**config.mk**
```make
export PLATFORM = sky130hd
export DESIGN_NAME = reload_down_counter_timer_bank_top
export DESIGN_NICKNAME = d
export VERILOG_FILES = /design/src/hw/rtl/rdct_pkg.sv /design/src/hw/rtl/rdct_in_reg.sv /design/src/hw/rtl/rdct_bank.sv /design/src/hw/rtl/rdct_out_reg.sv /design/src/hw/rtl/reload_down_counter_timer_bank_top.sv
export SDC_FILE = /design/constraint.sdc
export NUM_CORES = 1
export LEC_CHECK = 0
export BUFFER_PORTS_ARGS = -buffer_cell sky130_fd_sc_hd__buf_2
export CAP_MARGIN = 10
export CORE_ASPECT_RATIO = 1.1
export CORE_MARGIN = 1
export CORE_UTILIZATION = 55
export CTS_CLUSTER_DIAMETER = 120
export DETAILED_ROUTE_END_ITERATION = 8
export PLACE_DENSITY = 0.72
export SYNTH_ARGS = -nofsm -noshare
export SYNTH_HDL_FRONTEND = slang
export SYNTH_SLANG_ARGS = --single-unit
```
**constraint.sdc**
```tcl
create_clock -name clk -period 6.5 [get_ports clk]
set_input_delay 0.325 -clock clk [delete_from_list [all_inputs] [get_ports clk]]
set_output_delay 0.325 -clock clk [all_outputs]
set_load 0.01 [all_outputs]
```
**src/hw/rtl/rdct_pkg.sv**
```systemverilog
// Shared types, register map constants and bit layout for the timer bank.
`timescale 1ns / 1ps
`default_nettype none

package rdct_pkg;

  localparam int CNT_W      = 16;
  localparam int NUM_TIMERS = 5;
  localparam int NUM_CMP    = 4;
  localparam int CTRL_W     = 23;
  localparam int DATA_W     = 32;
  localparam int OFF_W      = 8;
  localparam int BIT_IDX_W  = $clog2(CTRL_W);

  typedef enum logic [1:0] {
    ACT_TICK  = 2'd0,
    ACT_WRITE = 2'd1,
    ACT_READ  = 2'd2,
    ACT_NONE  = 2'd3
  } action_t;

  typedef struct packed {
    action_t             action;
    logic [OFF_W-1:0]    reg_offset;
    logic [DATA_W-1:0]   write_value;
  } rdct_in_t;

  typedef struct packed {
    logic [DATA_W-1:0]     read_value;
    logic [NUM_TIMERS-1:0] expired_mask;
  } rdct_out_t;

  // Handshake status from the input stage to the output stage
  typedef struct packed {
    logic item_valid;
    logic fire;
  } rdct_stage_t;

  localparam logic [OFF_W-1:0] REG_PRESCALE = 8'h00;
  localparam logic [OFF_W-1:0] REG_MUX      = 8'h04;
  localparam logic [OFF_W-1:0] REG_CONTROL  = 8'h08;
  localparam logic [OFF_W-1:0] REG_LIVE4    = 8'h40;

  function automatic logic [OFF_W-1:0] cnt_buf_off(input int n);
    return OFF_W'(12 + 12 * n);
  endfunction

  function automatic logic [OFF_W-1:0] cmp_buf_off(input int n);
    return OFF_W'(16 + 12 * n);
  endfunction

  function automatic logic [OFF_W-1:0] live_off(input int n);
    if (n < NUM_CMP) return OFF_W'(20 + 12 * n);
    return REG_LIVE4;
  endfunction

  function automatic logic [BIT_IDX_W-1:0] start_bit(input int n);
    if (n == 0) return BIT_IDX_W'(0);
    return BIT_IDX_W'(4 * (n - 1) + 8);
  endfunction

  function automatic logic [BIT_IDX_W-1:0] manual_bit(input int n);
    if (n == 0) return BIT_IDX_W'(1);
    return BIT_IDX_W'(4 * (n - 1) + 9);
  endfunction

  function automatic logic [BIT_IDX_W-1:0] reload_bit(input int n);
    if (n == 0) return BIT_IDX_W'(3);
    if (n == 4) return BIT_IDX_W'(22);
    return BIT_IDX_W'(4 * (n - 1) + 11);
  endfunction

endpackage

`default_nettype wire

```
**src/hw/rtl/rdct_in_reg.sv**
```systemverilog
// Input register: captures one item and holds it until the bank takes it.
`timescale 1ns / 1ps
`default_nettype none

module rdct_in_reg
  import rdct_pkg::*;
(
  input  wire logic     clk,
  input  wire logic     rst_n,
  input  wire logic     in_valid,
  output logic          in_ready,
  input  wire rdct_in_t in_data,
  input  wire logic     advance,
  output rdct_stage_t   stage,
  output rdct_in_t      item
);

  logic     valid_r, valid_nxt;
  rdct_in_t item_r;

  assign in_ready  = !valid_r || advance;
  assign valid_nxt = in_ready ? in_valid : valid_r;

  always_ff @(posedge clk) begin
    if (!rst_n) begin
      valid_r <= 1'b0;
    end else begin
      valid_r <= valid_nxt;
    end
  end

  always_ff @(posedge clk) begin
    if (in_valid && in_ready) begin
      item_r <= in_data;
    end
  end

  assign stage.item_valid = valid_r;
  assign stage.fire       = valid_r && advance;
  assign item             = item_r;

endmodule

`default_nettype wire

```
**src/hw/rtl/rdct_bank.sv**
```systemverilog
// Timer state, register map decode and per-item update.
`timescale 1ns / 1ps
`default_nettype none

module rdct_bank
  import rdct_pkg::*;
(
  input  wire logic     clk,
  input  wire logic     rst_n,
  input  wire logic     fire,
  input  wire rdct_in_t item,
  output rdct_out_t     result
);

  logic [DATA_W-1:0] prescale_r, prescale_nxt;
  logic [DATA_W-1:0] mux_r, mux_nxt;
  logic [CTRL_W-1:0] ctrl_r, ctrl_nxt;
  logic [CNT_W-1:0]  cnt_buf_r [NUM_TIMERS];
  logic [CNT_W-1:0]  cnt_buf_nxt [NUM_TIMERS];
  logic [CNT_W-1:0]  cmp_buf_r [NUM_CMP];
  logic [CNT_W-1:0]  cmp_buf_nxt [NUM_CMP];
  logic [CNT_W-1:0]  live_r [NUM_TIMERS];
  logic [CNT_W-1:0]  live_nxt [NUM_TIMERS];

  always_comb begin
    prescale_nxt = prescale_r;
    mux_nxt      = mux_r;
    ctrl_nxt     = ctrl_r;
    cnt_buf_nxt  = cnt_buf_r;
    cmp_buf_nxt  = cmp_buf_r;
    live_nxt     = live_r;
    result       = '0;
    case (item.action)
      ACT_TICK: begin
        for (int n = 0; n < NUM_TIMERS; n++) begin
          if (ctrl_r[manual_bit(n)]) begin
            live_nxt[n] = cnt_buf_r[n];
          end else if (ctrl_r[start_bit(n)]) begin
            if (live_r[n] == '0) begin
              result.expired_mask[n] = 1'b1;
              // expire: reload or stop
              if (ctrl_r[reload_bit(n)]) begin
                live_nxt[n] = cnt_buf_r[n];
              end else begin
                ctrl_nxt[start_bit(n)] = 1'b0;
              end
            end else begin
              live_nxt[n] = live_r[n] - CNT_W'(1);
            end
          end
        end
      end
      ACT_WRITE: begin
        if (item.reg_offset == REG_PRESCALE) prescale_nxt = item.write_value;
        if (item.reg_offset == REG_MUX)      mux_nxt      = item.write_value;
        if (item.reg_offset == REG_CONTROL)  ctrl_nxt     = item.write_value[CTRL_W-1:0];
        for (int n = 0; n < NUM_TIMERS; n++) begin
          if (item.reg_offset == cnt_buf_off(n)) begin
            cnt_buf_nxt[n] = item.write_value[CNT_W-1:0];
          end
        end
        for (int n = 0; n < NUM_CMP; n++) begin
          if (item.reg_offset == cmp_buf_off(n)) begin
            cmp_buf_nxt[n] = item.write_value[CNT_W-1:0];
          end
        end
        // manual update sees the values just written
        for (int n = 0; n < NUM_TIMERS; n++) begin
          if (ctrl_nxt[manual_bit(n)]) live_nxt[n] = cnt_buf_nxt[n];
        end
      end
      ACT_READ: begin
        if (item.reg_offset == REG_PRESCALE) result.read_value = prescale_r;
        if (item.reg_offset == REG_MUX)      result.read_value = mux_r;
        if (item.reg_offset == REG_CONTROL)  result.read_value = DATA_W'(ctrl_r);
        for (int n = 0; n < NUM_TIMERS; n++) begin
          if (item.reg_offset == cnt_buf_off(n)) result.read_value = DATA_W'(cnt_buf_r[n]);
          if (item.reg_offset == live_off(n))    result.read_value = DATA_W'(live_r[n]);
        end
        for (int n = 0; n < NUM_CMP; n++) begin
          if (item.reg_offset == cmp_buf_off(n)) result.read_value = DATA_W'(cmp_buf_r[n]);
        end
      end
      default: begin
      end
    endcase
  end

  always_ff @(posedge clk) begin
    if (!rst_n) begin
      prescale_r <= '0;
      mux_r      <= '0;
      ctrl_r     <= '0;
      for (int n = 0; n < NUM_TIMERS; n++) begin
        cnt_buf_r[n] <= '0;
        live_r[n]    <= '0;
      end
      for (int n = 0; n < NUM_CMP; n++) begin
        cmp_buf_r[n] <= '0;
      end
    end else if (fire) begin
      prescale_r <= prescale_nxt;
      mux_r      <= mux_nxt;
      ctrl_r     <= ctrl_nxt;
      cnt_buf_r  <= cnt_buf_nxt;
      cmp_buf_r  <= cmp_buf_nxt;
      live_r     <= live_nxt;
    end
  end

endmodule

`default_nettype wire

```
**src/hw/rtl/rdct_out_reg.sv**
```systemverilog
// Result register: holds one result until the consumer takes it.
`timescale 1ns / 1ps
`default_nettype none

module rdct_out_reg
  import rdct_pkg::*;
(
  input  wire logic        clk,
  input  wire logic        rst_n,
  input  wire rdct_stage_t stage,
  input  wire rdct_out_t   result,
  output logic             advance,
  output logic             out_valid,
  input  wire logic        out_ready,
  output rdct_out_t        out_data
);

  logic      valid_r, valid_nxt;
  rdct_out_t data_r;

  assign advance   = !valid_r || out_ready;
  assign valid_nxt = advance ? stage.item_valid : valid_r;

  always_ff @(posedge clk) begin
    if (!rst_n) begin
      valid_r <= 1'b0;
    end else begin
      valid_r <= valid_nxt;
    end
  end

  always_ff @(posedge clk) begin
    if (stage.fire) begin
      data_r <= result;
    end
  end

  assign out_valid = valid_r;
  assign out_data  = data_r;

endmodule

`default_nettype wire

```
**src/hw/rtl/reload_down_counter_timer_bank_top.sv**
```systemverilog
// Top level of the five-timer auto-reload down-counter bank.
`timescale 1ns / 1ps
`default_nettype none

// Five 16-bit down-counting timers behind a word register map. Each transfer on the
// input channel is a register read, a register write, one tick or a no-op, and
// gives exactly one result: the read data (zero otherwise) and a mask of timers
// that were at zero on a tick. An item passes an input register and one pass of
// decode/update logic into the result register, and one
// item is taken every cycle while the result side keeps up; a stalled result
// register holds one item in the input register, then in_ready drops.

module reload_down_counter_timer_bank_top
  import rdct_pkg::*;
(
  input  wire logic     clk,
  input  wire logic     rst_n,
  input  wire logic     in_valid,
  output logic          in_ready,
  input  wire rdct_in_t in_data,
  output logic          out_valid,
  input  wire logic     out_ready,
  output rdct_out_t     out_data
);

  logic        advance;
  rdct_stage_t stage;
  rdct_in_t    item;
  rdct_out_t   result;

  rdct_in_reg u_in_reg (
    .clk      (clk),
    .rst_n    (rst_n),
    .in_valid (in_valid),
    .in_ready (in_ready),
    .in_data  (in_data),
    .advance  (advance),
    .stage    (stage),
    .item     (item)
  );

  rdct_bank u_bank (
    .clk    (clk),
    .rst_n  (rst_n),
    .fire   (stage.fire),
    .item   (item),
    .result (result)
  );

  rdct_out_reg u_out_reg (
    .clk       (clk),
    .rst_n     (rst_n),
    .stage     (stage),
    .result    (result),
    .advance   (advance),
    .out_valid (out_valid),
    .out_ready (out_ready),
    .out_data  (out_data)
  );

`ifndef SYNTHESIS
  a_stall_blocks_input: assert property (@(posedge clk) disable iff (!rst_n)
    (stage.item_valid && out_valid && !out_ready) |-> !in_ready)
    else $error("input taken while both stages are full");

  a_transfer_fills_stage: assert property (@(posedge clk) disable iff (!rst_n)
    (in_valid && in_ready) |=> stage.item_valid)
    else $error("accepted item lost from input register");

  a_mask_only_on_tick: assert property (@(posedge clk) disable iff (!rst_n)
    (stage.fire && item.action != ACT_TICK) |=> (out_data.expired_mask == '0))
    else $error("expiry reported on a non-tick item");

  a_data_only_on_read: assert property (@(posedge clk) disable iff (!rst_n)
    (stage.fire && item.action != ACT_READ) |=> (out_data.read_value == '0))
    else $error("read data on a non-read item");
`endif

endmodule

`default_nettype wire
```
# Yosys cells after proc, flatten, opt, wreduce, memory -nomap -nowiden
# Index checks and enable logic that the tools add are counted.
totals:
  register_bits: 392
  out_inout_bits: 39
classes:
  add_sub_neg: 5
  magnitude_cmp: 7
  eq_ne: 37
  n_mux: 137
  n_bitwise: 9
  reduce_logical: 36
ops:
  columns: ["op", "n"]
  rows:
  - ["2-to-1 mux 16 bit", 44]
  - ["2-to-1 mux 23 bit", 7]
  - ["one-hot mux 80 bit (2 select lines)", 1]
  - ["2-to-1 mux 5 bit", 17]
  - ["logical NOT 16 bit", 5]
  - ["subtractor 16 x 1 -> 16 bit (second input constant)", 5]
  - ["2-to-1 mux 32 bit", 2]
  - ["2-to-1 mux 1 bit", 46]
  - ["one-hot mux 23 bit (2 select lines)", 1]
  - ["== test 8 x 6 -> 1 bit (second input constant)", 5]
  - ["less-than comparator 5 x 6 -> 1 bit (second input constant)", 6]
  - ["== test 8 bit", 4]
  - ["2-to-1 mux 8 bit", 4]
  - ["2-to-1 mux 7 bit", 4]
  - ["binary-select mux 1 bit (select 5 bit)", 5]
  - ["AND reduction 5 bit", 5]
  - ["== test 8 x 5 -> 1 bit (second input constant)", 3]
  - ["AND 23 bit", 1]
  - ["NOT 23 bit", 1]
  - ["AND reduction 3 bit", 6]
  - ["== test 8 x 4 -> 1 bit (second input constant)", 2]
  - ["OR reduction 16 bit", 1]
  - ["2-to-1 mux 3 bit", 5]
  - ["inequality test 3 x 1 -> 1 bit (second input constant)", 5]
  - ["21 further kinds", 46]

# Depth between registers and ports, before layout
depth:
  depth_word: 49
  mapped_depth: 11
  mapped_depth_nobuf: 8

# Cells and area by module
# Synthesis repeated with hierarchy kept, for this count alone.
unflattened:
  hier_cells: 2515
  hier_area_um2: 20076.8
modules_own_cells:
  columns: ["module", "n_inst", "cells_per_inst", "area_per_inst_um2", "seq_area_each_um2"]
  rows:
  - ["rdct_bank", 1, 2425, 17583.1, 6226.0]
  - ["rdct_in_reg", 1, 49, 1333.8, 1281.2]
  - ["rdct_out_reg", 1, 41, 1159.9, 1131.1]

# Least setup slack after synthesis
# OpenSTA, ideal clock, no wires.
synth_path:
  path_type: "reg-to-reg"
  from: "register u_in_reg.item_r, in the netlist u_in_reg.item[39]"
  to: "register u_bank.live_r[14] in the netlist's numbering"
  arrival_ns: 2.410
  t_required_ns: 6.363
  path_slack_ns: 3.953
  stages_incl_launch_ff: 9
  path_buffers: 3
  period_less_slack_ns: 2.547
  path_cell_list: "edfxtp_1 > buf_2 > nor4_2 > nand2_1 > buf_2 > mux2i_1 > a221oi_2 > clkbuf_1 > a211oi_1"
synth_between:
  elab_chain_cells: 5
synth_lines:
  columns: ["element", "line_no", "text"]
  rows:
  - ["start: declaration", "rdct_in_reg.sv:19", "rdct_in_t item_r;"]
  - ["start signal: assignment", "rdct_in_reg.sv:34", "item_r <= in_data;"]
  - ["== test 8 x 4 -> 1 bit", "rdct_bank.sv:56", "if (item.reg_offset == REG_CONTROL) ctrl_nxt = item.write_value[CTRL_W-1:0];"]
  - ["2-to-1 mux 23 bit", "rdct_bank.sv:56", null]
  - ["2-to-1 mux 23 bit", "rdct_bank.sv:33", "case (item.action)"]
  - ["inequality test 2 x 1 -> 1 bit (no line)", null, null]
  - ["AND reduction 5 bit (no line)", null, null]
  - ["end signal: assignment", "rdct_bank.sv:107", "live_r <= live_nxt;"]
  - ["end: declaration", "rdct_bank.sv:22", "logic [CNT_W-1:0] live_r [NUM_TIMERS];"]
# Parallel ways exist; a longest one is shown, timed or not. The select of a mux whose other input is x is not followed.
# A chain may end at the register's enable or synchronous reset.

# Worst setup path in the final report
layout_path:
  from: "register u_in_reg.item_r, in the netlist u_in_reg.item[35]"
  to: "register u_bank.live_r[61] in the netlist's numbering"
# Same word-level chain as after synthesis.

==> results.md <==
* Status: finished, violations left
* Failing checks: DRC
* Avg Vias per Cell at 6.86
* Reg2reg setup slack at approximately 2100 ps
* Setup crit end: u_bank.live_r[61]
* Area Growth Syn to Fin at 11.7%
* Most used DFF post-synth: dfxtp_1
* Vias at 20400
* Tot GR Track Use at 40.8%
* Detailed Route Iter0 Violations at 2971
* Post-synthesis sequential area ratio at 43.1%
* IO buf count at between 80 and 90
* Synth Area in Compound Gates at 27.9%
* Peak Freq at 0.228 GHz
* Post-route ant nets at 0
* DR pass1 iterations at 9
* Distinct cells, synth at 96
* Path type of the worst min-delay path: primary input to flop
* Maximum capacitance violations at 0
* Worst R2R Path Depth at 7
* Post-Syn Area per Cell at about 8 um^2
* Final hold vios at 0
* Pin count of the biggest net entering global routing at 91
* Mapped Area at approximately 0.02 mm^2
* Clock Latency Late Sink at about 560 ps
* Busiest grt layer: met2
* # rows at 72
* Cell taking the most area after synthesis: dfxtp_1
* Post-synthesis mux area share at under 10%
* Synth Register Bits at 392
* RSZ-0062 raised after global routing: false
* R2R Path Start: u_in_reg.item[35]
* Syn. warnings at 0
* Post-Syn Nets at 2508
* Worst EP arrival at 4880 ps
* Number of synthesized flops with an enable pin at a little under 80
* LEAKAGE at 7.40 nW
* Worst-path fanout max at 28
* Req. time, crit path at around 7000 ps
* Met2 usage at 60.9%
* Placer Congestion at 1.09
* Area of the multi-input gates at 0.0104 mm^2
* Area of the core at approximately 0.035 mm^2
* Power per Cell Area at 259 mW/mm^2
* Horiz. Die Dim at 184 um
* CP Launch Point: u_in_reg.item[35]
* Final nets at 2505
* Clock Root Buffer: clkbuf_16
* Met3 Use GR at 9.35%
* Post-synth top area share at 31.3%
* Crit path time final at around 4400 ps
* Clock skew at around 22 ps
* Antenna violations before repair at 3
* Leading cell types by count after synthesis: nand2_1 (393), a21oi_1 (342), dfxtp_1 (313)
* Share of layout cells above drive strength 1 at 10.5%
* Startpoint Class: flop
* Max VDD drop at ~0.25 mV
* Fill cell count at 3129
* CTS max path bufs at 3
* Final Slew Violations at 0
* Final Setup Violations at 0
* Synth Area in Adders at 0.375%
* Slew margin rel. at 9.07%
* Setup slack after layout at 2110 ps
* Vias in the first global route at roughly 19000
* Post-synthesis instance total at 2456
* Setup TNS at 0 ps
* Main combinational cell family by area after synthesis: compound AO/OA/AOI/OAI gates
* GR Util met1 at 53.3%
* Worst-margin pin slew at 1360 ps
* # diodes at 0
* Routed WL at 76500 um
* # clock sinks at 392
* Most frequent cell after synthesis: nand2_1
* WS Path Type: flop to flop
* # DRC at 1
* IO Count at 85
* Die area at 0.0372 mm^2
* Crit end category: flop
* Dominant cells by area after synthesis: dfxtp_1 (31%), edfxtp_1 (12%), a21oi_1 (8.6%), nand2_1 (7.4%), o21ai_0 (6.1%)
* Post-Synth Simple-Gate Area at 18.7%
* Die Y at 202 um
* Hpwl dp at 50900 um
* CTS clk-pin slew, worst paths at 60 ps
* XOR/XNOR Fraction of Synth Area at 1.31%
* Routed WL per cell at between 20 and 30 um
* Period utilization at 67.5%
* Sequential cell area at 0.00864 mm^2
* CTS Buf Count at 41
* Overflow after GRT at 0
* Htree depth at 2
* Pre-CTS setup slack at 2250 ps
* Reg2reg end: u_bank.live_r[61]
* First-pass GRT wire length at ~120000 um
* Setup bufs post-CTS at 0
* Starting Density at between 50% and 60%
* FFs w/ async S/R, synth at 0%
* TritonCTS clock tree: done
-- power by group --
| part | switching [mW] | internal, mW | total, mW |
|---|---|---|---|
| clock | 1.02 | 1.39 | 2.41 |
| sequential | 0.0708 | 2.53 | 2.60 |
| combinational | 0.517 | 0.258 | 0.775 |
| total | 1.61 | 4.18 | 5.79 |
-- registers in the layout, summed over array words and instances, names as in the netlist --
signal	cells
u_bank.cmp_buf_r	64
u_in_reg.valid_r	1
u_bank.prescale_r	32
u_in_reg.item	42
u_out_reg.out_data	37
u_out_reg.out_valid	1
u_bank.ctrl_r	23
u_bank.cnt_buf_r	80
u_bank.mux_r	32
u_bank.live_r	80
-- worst min path at each step --
stage                                        to  cells after the start                  start  slack [ps]
final                       u_out_reg.out_valid                      3              out_ready         100
after global routing        u_out_reg.out_valid                      3              out_ready         120
after CTS                   u_out_reg.out_valid                      3              out_ready          80
after detailed placement  u_bank.prescale_r[26]                      2  u_bank.prescale_r[26]         450
after global placement          u_bank.mux_r[8]                      2        u_bank.mux_r[8]         440
after floorplan                u_in_reg.item[0]                      0             in_data[0]         420
-- area by class of cell --
class	count	share of cell area (%)
multi-input combinational	1810	46.5
sequential	392	38.6
timing repair buffer	179	5.55
clock buffer	55	5.24
tap	481	2.69
clock inverter	19	0.879
inverter	29	0.521
-- what timing repair did --
item                                   in CTS  in global routing
endpoints found under the hold margin      43                  0
gates resized for setup                     0                  0
hold buffers                               43                  0
-- critical path, stage by stage, from the launching register on --
cell      delay [ps]
edfxtp_1         780
buf_4            450
nor4b_2          570
nand3_1          600
a32oi_1         1220
o221ai_1         340
o22ai_1          200
a22o_1           160
-- per-layer routing --
layer  share of wire (%)  routed length, um
met3                  11               8790
met5               0.090                 69
met1                  38              29300
met2                  43              33000
met4                 7.0               5330
-- placed cells by master, fill, tap and decap left out, types with 23 or more instances in the layout --
master           n
inv_1           25
nand2b_1        23
nand2_1        392
o221ai_1        31
nor3_1          58
buf_2           84
a22oi_1         29
mux2i_1         41
edfxtp_1        79
dfxtp_1        313
o22ai_1         42
nand3_1         43
clkbuf_16       43
a21oi_1        341
buf_4           52
nor2_1         158
o21ai_0        242
dlygate4sd3_1   43
-- cell families (layout without fill, tap and decap cells) --
family,count (synthesis),after routing
fa+ha+maj,6,6
buf+inv,254,282
xor+xnor,30,30
simple gates,809,809
compound gates,906,906
flops,392,392
mux,59,59
-- per-stage QoR --
| step | std cells | cell area, um^2 | power [mW] | hold slack [ps] | utilization (%) |
|---|---|---|---|---|---|
| 6_report | 2965 | 22400 | 5.79 | 95.3 | 63.0 |
| 5_1_grt | 2965 | 22400 | 5.94 | 118 | 63.0 |
| 4_1_cts | 2964 | 22300 | 5.76 | 78.0 | 63.0 |
| 3_5_place_dp | 2847 | 20500 | 3.37 | 447 | 57.9 |
| 3_3_place_gp | 2847 | 20500 | 3.36 | 441 | 57.9 |
| 2_1_floorplan | 2456 | 20000 | 3.14 | 424 | - |
No activity file was read; power rests on OpenSTA's default activity.
